<file path="src/hdl/rpnm_pkg.sv">
package rpnm_pkg;

  // Default number of tracking cells
  localparam int DEF_CHANNELS = 10;

  // Fixed field widths
  localparam int MZ_W    = 32;
  localparam int LEVEL_W = 32;
  localparam int TOL_W   = 16;
  localparam int CHAN_W  = 4;
  localparam int CFG_W   = 2;

  // Configuration register indexes
  localparam logic [CFG_W-1:0] REG_LABEL_SET = 2'd0;
  localparam logic [CFG_W-1:0] REG_TOLERANCE = 2'd1;

  // Reset values of the configuration registers
  localparam logic             LABEL_SET_RST = 1'b0;
  localparam logic [TOL_W-1:0] TOLERANCE_RST = 16'd4000;

  // Table sizes of the two label sets
  localparam int SIZE_TEN   = 10;
  localparam int SIZE_EIGHT = 8;

  // Reference masses in 0.0001 Da units
  localparam logic [MZ_W-1:0] MASS_TEN [SIZE_TEN] = '{
    32'd1240000, 32'd1250000, 32'd1260000, 32'd1270000, 32'd1280000,
    32'd1290000, 32'd1300000, 32'd1310000, 32'd1320000, 32'd1330000
  };
  localparam logic [MZ_W-1:0] MASS_EIGHT [SIZE_EIGHT] = '{
    32'd1121000, 32'd1131000, 32'd1141112, 32'd1151083,
    32'd1161116, 32'd1171150, 32'd1181000, 32'd1191000
  };

  // Control fan-out from the sequencer to every cell
  typedef struct packed {
    logic update;     // request accepted, fold the peak in
    logic first;      // first peak of the spectrum
    logic capture;    // last peak, copy the result into the drain stage
    logic check;      // apply the tolerance to the drain stage
    logic shift;      // move the drain stage one cell toward the head
    logic live_set;   // label set for tracking
    logic drain_set;  // label set of the spectrum being drained
  } cell_ctrl_t;

  // Reference mass of one channel for a label set
  function automatic logic [MZ_W-1:0] ref_mass(input logic set, input int idx);
    logic [MZ_W-1:0] m;
    m = '0;
    if (set) begin
      if (idx < SIZE_EIGHT) m = MASS_EIGHT[idx];
    end else begin
      if (idx < SIZE_TEN) m = MASS_TEN[idx];
    end
    return m;
  endfunction

  // Absolute difference of two masses
  function automatic logic [MZ_W-1:0] abs_diff(input logic [MZ_W-1:0] a,
                                               input logic [MZ_W-1:0] b);
    return (a > b) ? (a - b) : (b - a);
  endfunction

  // Channels in use for a label set, capped at the cell count
  function automatic logic [CHAN_W-1:0] chan_count(input logic set,
                                                   input int channels);
    int size;
    size = set ? SIZE_EIGHT : SIZE_TEN;
    if (channels < size) size = channels;
    return CHAN_W'(size);
  endfunction

endpackage

</file>
<file path="src/hdl/rpnm_cell.sv">
module rpnm_cell #(
  parameter int IDX = 0
) (
  input  logic                          clk,
  input  rpnm_pkg::cell_ctrl_t          ctrl,
  input  logic [rpnm_pkg::MZ_W-1:0]     peak_mz,
  input  logic [rpnm_pkg::LEVEL_W-1:0]  peak_intensity,
  input  logic [rpnm_pkg::TOL_W-1:0]    tolerance,
  input  logic [rpnm_pkg::LEVEL_W-1:0]  shift_in,
  output logic [rpnm_pkg::LEVEL_W-1:0]  level_out,
  output logic                          match
);
  import rpnm_pkg::*;

  logic [MZ_W-1:0]    best_mass;
  logic [LEVEL_W-1:0] best_level;
  logic [MZ_W-1:0]    best_mass_next;
  logic [LEVEL_W-1:0] best_level_next;
  logic [MZ_W-1:0]    drain_mass;
  logic [LEVEL_W-1:0] drain_level;
  logic [MZ_W-1:0]    live_ref;
  logic [MZ_W-1:0]    drain_ref;
  logic [MZ_W-1:0]    dist_new;
  logic [MZ_W-1:0]    dist_kept;
  logic [MZ_W-1:0]    dist_drain;
  logic               take;
  logic               in_use;

  // Pick the closer peak, larger mass on a tie, earlier peak on equal mass
  always_comb begin
    in_use    = (IDX < (ctrl.live_set ? SIZE_EIGHT : SIZE_TEN));
    live_ref  = ref_mass(ctrl.live_set, IDX);
    dist_new  = abs_diff(peak_mz, live_ref);
    dist_kept = abs_diff(best_mass, live_ref);
    take = ctrl.first || (dist_new < dist_kept) ||
           ((dist_new == dist_kept) && (peak_mz > best_mass));
    best_mass_next  = take ? peak_mz : best_mass;
    best_level_next = take ? peak_intensity : best_level;
  end

  // Tolerance check on the captured result
  always_comb begin
    drain_ref  = ref_mass(ctrl.drain_set, IDX);
    dist_drain = abs_diff(drain_mass, drain_ref);
    match      = dist_drain < {{(MZ_W-TOL_W){1'b0}}, tolerance};
  end

  // Hold the kept peak; a channel outside the current table keeps its value
  always_ff @(posedge clk) begin
    if (ctrl.update && in_use) begin
      best_mass  <= best_mass_next;
      best_level <= best_level_next;
    end
  end

  // Capture, zero on miss, then shift toward the head
  always_ff @(posedge clk) begin
    if (ctrl.capture) begin
      drain_mass  <= best_mass_next;
      drain_level <= best_level_next;
    end else if (ctrl.check) begin
      if (!match) drain_level <= '0;
    end else if (ctrl.shift) begin
      drain_level <= shift_in;
    end
  end

  assign level_out = drain_level;

endmodule

</file>
<file path="config.mk">
export PLATFORM = sky130hd
export DESIGN_NAME = rpnm_cell
export DESIGN_NICKNAME = d
export VERILOG_FILES = /design/src/hdl/rpnm_pkg.sv /design/src/hdl/rpnm_cell.sv
export SDC_FILE = /design/constraint.sdc
export NUM_CORES = 1
export LEC_CHECK = 0
export BUFFER_PORTS_ARGS = -buffer_cell sky130_fd_sc_hd__buf_4
export CORE_ASPECT_RATIO = 2
export CORE_UTILIZATION = 43
export DETAILED_ROUTE_END_ITERATION = 6
export PLACE_DENSITY = 0.75
export SLEW_MARGIN = 0
export SYNTH_ARGS = -nofsm -noshare
export SYNTH_HDL_FRONTEND = slang
export SYNTH_SLANG_ARGS = --single-unit
</file>
<file path="constraint.sdc">
create_clock -name clk -period 6.35 [get_ports clk]
set_input_delay 0.9525 -clock clk [delete_from_list [all_inputs] [get_ports clk]]
set_output_delay 0.9525 -clock clk [all_outputs]
set_load 0.02 [all_outputs]
</file>
==> results of run 1 <==
## stage by stage
step | total power (W) | instances
global route | 0.00388 | 2289
floorplan | 0.00199 | 1524
CTS | 0.00368 | 2278
detailed placement | 0.00262 | 2244
global placement | 0.00259 | 2244
finish | 0.00373 | 2289
## where the power goes
part / switching (W) / total, W / leakage, nW / internal [W]
logic: 0.000839 / 0.00154 / 6.14 / 0.000703
clock network: 0.000421 / 0.00105 / 0.293 / 0.000624
registers: 0.0000809 / 0.00114 / 1.29 / 0.00106
total: 0.00134 / 0.00373 / 7.72 / 0.00239
## flip-flops by register name (all words and copies together) (netlist names)
name and cells:
best_mass 32, drain_mass 32, level_out 32, best_level 32
## routing by layer
metal  GRT usage [%]  vias up  wire length [µm]
li1                -     6431                 -
met1            27.7     6690             16400
met2            60.8      645             28300
met3            3.36      239              2160
met4            29.7        0              5130
met5               0        -                 0
## layout by cell type (no fill, tap or decap), types with 31 or more instances in the layout
cell | netlist | layout
a21o_1 | 31 | 31
a21oi_1 | 100 | 94
a32oi_1 | 33 | 33
buf_4 | 2 | 378
edfxtp_1 | 128 | 128
ha_1 | 138 | 134
inv_1 | 105 | 104
mux2_4 | 39 | 39
mux2i_1 | 43 | 39
nand2_1 | 105 | 103
nand4b_1 | 34 | 34
nor2_1 | 117 | 116
o211ai_1 | 47 | 47
o21ai_0 | 65 | 62
xnor2_1 | 50 | 50
## kinds of logic after synthesis
family | after synthesis
flip-flops | 128
AND/OR/NAND/NOR | 453
adder cells (fa/ha/maj) | 138
multiplexers | 98
buffers and inverters | 193
AO/OA/AOI/OAI | 442
XOR/XNOR | 72
## timing repair
item / CTS / global route
pin swaps: 11 / 18
buffers inserted: 2 / 11
setup endpoints to repair: 3 / 101
resized for setup: 21 / 26
## worst max path at each step
stage / startpoint / endpoint / slack [ns] / cells after the start
3_3_place_gp: ctrl[0] / match / -0.69 / 24
6_report: ctrl[0] / match / -0.26 / 22
4_1_cts: ctrl[0] / match / -0.1 / 20
2_1_floorplan: ctrl[1] / best_mass[28]$_DFFE_PP_ / 0.01 / 24
3_5_place_dp: ctrl[0] / match / -0.76 / 25
5_1_grt: ctrl[0] / match / -0.40 / 20
## layout make-up
cell class                      count  area, µm²
Clock buffer                       18        429
Multi-Input combinational cell   1203       9290
Timing Repair Buffer              393       3100
Sequential cell                   128       3840
Tap cell                          423        529
Inverter                          110        419
Fill cell                        2868      13600
Clock inverter                     14        183
==> results.cfg, run 1 <==
[timing]
tightest_slew_ns = 1.08
rsz0062_at_grt = yes
max_freq_ghz = 0.151
tns_ns = -0.262
fin_ws_ns = -0.262
skew_ns = 0.00960
holdWs_ns = 0.566
slew_headroom_pct = 27.1
post-route-period-util_pct = 104
final.min_clock_period_ns = 6.61
setup_viol = 1
slew_violations = 0
hold_violations = 0

[synthesis]
synth_edf_count = 128
synthCells = 1524
syn-num-nets = 1782
synth_flop_cell = edfxtp_1
synthTopCellsByArea = edfxtp_1, ha_1, mux2_4, a21oi_1, nor2_1
synth_top_family_by_area = compound AO/OA/AOI/OAI gates
syn_area_per_cell_um2 = 8.99
ys_ff_latch = 128
netlist.area_leader.share_pct = 28.1
ys_types = 92
async_flop_share_pct = 0
yosysWarnings = 0
synth_compound_area_share_pct = 22.5
synthTopCellsByCount = ha_1, edfxtp_1, nor2_1
yosysSeqAreaShare_pct = 28.1
synth_top_area_cell = edfxtp_1
synthAdderAreaFrac_pct = 12.6
muxShareOfSynthArea_pct = 8.75
synth.most_common_cell = ha_1
netlist_area_um2 = 13700
synth-simple-area-share_pct = 17.4
synth_xor_area_share_pct = 4.60

[place]
place_ws_ns = -0.762
place_area_um2 = 16800
gp_congestion = 1.04
port_buffers = 152
dp_hpwl_um = 41300

[floorplanning]
ios = 153
fp-row-count = 92
die_y_um = 254
dieArea_um2 = 32600
initial_utilization_pct = 43.6
core_region_area_um2 = 31400
dieWidth_um = 128

[clock_network]
cts.sinks = 128
insertion_delay_ns = 0.44
cts_buffers = 17
clockRootBuffer = clkbuf_16
htree_num_levels = 4
ctsHoldBuffers = 0
cts_buffer_depth = 2
cts_tree = done
clk_pin_slew_worst_paths_ns = 0.06

[final_layout]
final_area_um2 = 17800
final_util_pct = 56.6
drive_above_1_share_pct = 28.9
antennaDiodeCount = 0
area_delta_synth_final_pct = 29.9
fin_nets = 2111

[setup_path]
crit_path_end_kind = output pin
worstPathRequired_ns = 5.40
crit_fanout = 6
cp.arrival_ns = 5.66
crit_buf_inv = 4
cp_top_family = compound AO/OA/AOI/OAI gates
startpoint_type = input pin
worstReg2RegStart = best_mass[17]$_DFFE_PP_
worstSetupPathType = in -> out
crit_slowest_cell = a2111o_1
rrSetupSlack_ns = 0.62
r2r_end = best_mass[2]$_DFFE_PP_
cp_cell_sequence = buf_4, clkinvlp_4, ha_1, a21oi_2, o21ai_2, a2111o_1, a31o_4, a21oi_4, buf_4, a311oi_1, a21oi_1, xor2_1, ha_1, nand3_1, nand2_2, a2111oi_4, o21ai_2, or3_4, a2111oi_4, nand4_1, nor3_4, buf_6
critPathMaxStageDelay_ns = 0.42
r2r_cells = 22

[drt]
ant_nets = 0
remaining_drc_errors = 0
wire_per_inst_um = 22.7
via_count = 14000
drt_iter0_drc = 1012
drt-total-wl_um = 52000
vias_per_cell = 6.12
first_pass_iters = 6

[worst_hold_path]
min_to = best_level[30]$_DFFE_PP_
worstHoldStart = best_level[30]$_DFFE_PP_
hold_class = reg -> reg
whs_path_depth = 1

[grt]
gr-total-overflow = 0
antenna_found_initial = 0
grt_first_pass_wirelength_um = 77100
grt_max_degree = 70
grt_pass1_vias = 14400
track_usage_pct = 31.6

[pwr]
power.leakage_nw = 7.72
vdd_ir_drop_max_mv = 0.139
power_per_cell_area_nw_per_um2 = 210

[run_status]
outcome = finished, violations left
violations = setup timing

[job]
maxCapViolations = 0
No activity file was read; power rests on OpenSTA's default activity.
==> run 2, diff against run 1 <==
--- a/config.mk
+++ b/config.mk
@@ -5,11 +5,14 @@
 export SDC_FILE = /design/constraint.sdc
 export NUM_CORES = 1
 export LEC_CHECK = 0
+export ABC_AREA = 1
 export BUFFER_PORTS_ARGS = -buffer_cell sky130_fd_sc_hd__buf_4
+export CELL_PAD_IN_SITES_DETAIL_PLACEMENT = 1
+export CELL_PAD_IN_SITES_GLOBAL_PLACEMENT = 1
 export CORE_ASPECT_RATIO = 2
-export CORE_UTILIZATION = 43
+export CORE_UTILIZATION = 39
 export DETAILED_ROUTE_END_ITERATION = 6
-export PLACE_DENSITY = 0.75
+export PLACE_DENSITY = 0.89
 export SLEW_MARGIN = 0
 export SYNTH_ARGS = -nofsm -noshare
 export SYNTH_HDL_FRONTEND = slang
==> constraint.sdc (replaced) <==
create_clock -name clk -period 6.35 [get_ports clk]
set_input_delay 0.635 -clock clk [delete_from_list [all_inputs] [get_ports clk]]
set_output_delay 0.635 -clock clk [all_outputs]
set_load 0.02 [all_outputs]
==> run 2 against run 1 <==
  * The run now ends clean
  * Synthesized area increased by 8.4%
  * Setup slack better by 0.90 ns
  * Die area up 19%
  * Register-to-register slack better by 0.56 ns
  * Critical path depth is 2 higher
  * Largest cell class unchanged
  * Sequential power is essentially flat
  * Total power decreased by 3.4%
  * Sequential share of layout area grew 0.86 points
==> results.cfg, run 2 <==
[synthesis]
yosysSeqAreaShare_pct = 25.9
yosysWarnings = 0
ys_types = 56
synth.most_common_cell = nand2_1
syn-num-nets = 2520
synthTopCellsByArea = edfxtp_1, nand2_1, ha_1, inv_1, nand3_1
ys_ff_latch = 128
synthTopCellsByCount = nand2_1, inv_1, nor2_1
async_flop_share_pct = 0
synthCells = 2262
syn_area_per_cell_um2 = 6.56
netlist.area_leader.share_pct = 25.9
synth_edf_count = 128
synth_flop_cell = edfxtp_1
netlist_area_um2 = 14800
synth_top_area_cell = edfxtp_1

[clock_network]
post_cts_buffers = 0
ctsHoldBuffers = 0
htree_num_levels = 4
cts-resized-gates = 0
cts_tree = done
cts_buffers = 17
clockRootBuffer = clkbuf_16
insertion_delay_ns = 0.45
cts.sinks = 128
cts_buffer_depth = 2
clk_pin_slew_worst_paths_ns = 0.07

[grt]
track_usage_pct = 32.2
gr-total-overflow = 0
grt_first_pass_wirelength_um = 94000
antenna_found_initial = 0
grt_pass1_vias = 18000
grt_max_degree = 77

[timing]
post-route-period-util_pct = 89.9
final.min_clock_period_ns = 5.71
rsz0062_at_grt = no
holdWs_ns = 0.454
tns_ns = 0
skew_ns = 0.0160
tightest_slew_ns = 1.00
slew_headroom_pct = 32.5
slew_violations = 0
hold_violations = 0
max_freq_ghz = 0.175
setup_viol = 0

[final_layout]
fin_nets = 2672
regArea_um2 = 3840
area_delta_synth_final_pct = 15.3
multi_input_area_um2 = 9240
most-common-layout-cells = nand2_1, inv_1, nor2_1
final_util_pct = 45.7
final_common_cell = nand2_1
antennaDiodeCount = 0
num-fill-cells = 4973
drive_above_1_share_pct = 10.7

[floorplanning]
initial_utilization_pct = 39.7
dieWidth_um = 140
ios = 153
core_region_area_um2 = 37400
fp-row-count = 100
dieArea_um2 = 38900
die_y_um = 278

[place]
port_buffers = 152
dp_hpwl_um = 50400
gp_congestion = 1.02

[run_status]
outcome = completed

[setup_path]
crit_path_end_kind = output pin
crit_fanout = 27
rrSetupSlack_ns = 1.18
worstSetupPathType = in -> out
startpoint_type = input pin
worstPathRequired_ns = 5.71
cp.arrival_ns = 5.07

[drt]
remaining_drc_errors = 0
vias_per_cell = 5.58
wire_per_inst_um = 21.4
drt_iter0_drc = 533
ant_nets = 0
drt-total-wl_um = 61900
first_pass_iters = 4
via_count = 16100

[pwr]
power.leakage_nw = 8.66
vdd_ir_drop_max_mv = 0.138
power_per_cell_area_nw_per_um2 = 211

[job]
maxCapViolations = 0

[worst_hold_path]
hold_class = in -> reg
-- run 2: cell types whose count changed in the layout (fill, tap and decap cells not counted), moves of 34 or more --
cell	before	now
xor2_1	22	84
inv_1	104	378
mux2_4	39	0
nor2_1	116	203
mux2i_1	39	3
nand2_1	103	631
xnor2_1	50	9
nand4b_1	34	0
buf_4	378	179
o21ai_0	62	118
o211ai_1	47	11
nand3_1	26	154
-- run 2: logic make-up (layout without fill, tap and decap cells) --
logic type                 Yosys count  in the layout  synth area share, %
and+or+nand+nor                   1112           1112                 31.8
DFF                                128            128                 25.9
adders and majority gates          138            138                 11.6
xor gates and xnor gates            93             93                 5.49
AOI/OAI and AO/OA                  348            348                 13.1
muxes                                3              3                0.202
buffers and inverters              440            605                 11.8
-- run 2: per-layer routing --
| layer | global-route usage, % | wire, µm |
|---|---|---|
| met1 | 26.6 | 19300 |
| met2 | 63.9 | 34500 |
| met3 | 3.45 | 1610 |
| met4 | 31.3 | 6420 |
| met5 | 0 | 0 |
-- run 2: power by group --
group / total [W] / switching, W / internal [W]
clock network: 0.00107 / 0.000446 / 0.000623
logic: 0.00142 / 0.000938 / 0.000484
registers: 0.00111 / 0.0000638 / 0.00105
total: 0.00360 / 0.00145 / 0.00215
-- run 2: area by class of cell --
type / instances / share of cell area (%)
Multi-Input combinational cell: 1694 / 54.0
Tap cell: 459 / 3.36
Clock inverter: 15 / 1.05
Clock buffer: 17 / 2.49
Sequential cell: 128 / 22.5
Timing Repair Buffer: 180 / 7.97
Inverter: 393 / 8.64
-- run 2: per-stage QoR --
stage / worst slack [ns] / instance area (µm²) / total power, W / instances
after floorplan: 1.71 / 14800 / 0.00199 / 2262
after global placement: 0.590 / 16500 / 0.00245 / 2854
after detailed placement: 0.397 / 16500 / 0.00252 / 2854
after CTS: 0.638 / 17100 / 0.00358 / 2886
after global routing: 0.350 / 17100 / 0.00378 / 2886
final: 0.641 / 17100 / 0.00360 / 2886
-- run 2: worst max-delay path, stage by stage --
cell and delay (ns):
buf_4 0.18, inv_1 0.20, ha_1 0.54, nand2_2 0.10, inv_2 0.09, nand2_2 0.07
nor2_4 0.15, nand2_1 0.10, nor3_4 0.22, inv_1 0.11, nand2_4 0.28, nand3_1 0.10
o21ai_0 0.11, xor2_1 0.18, inv_1 0.06, ha_1 0.29, a21oi_1 0.14, o21a_1 0.13
a21boi_0 0.12, o21bai_1 0.63, nor3b_1 0.26, nand3_1 0.10, nor2_1 0.11, buf_4 0.15
-- run 2: final timing paths --
kind                                          startpoint  depth (start not counted)                  endpoint
worst max register to register    best_mass[5]$_DFFE_PP_                         25   best_level[6]$_DFFE_PP_
worst min register to register  best_level[15]$_DFFE_PP_                          3  best_level[15]$_DFFE_PP_
worst max-delay path                             ctrl[0]                         24                     match
worst min-delay path                         shift_in[8]                          3    level_out[8]$_DFFE_PP_
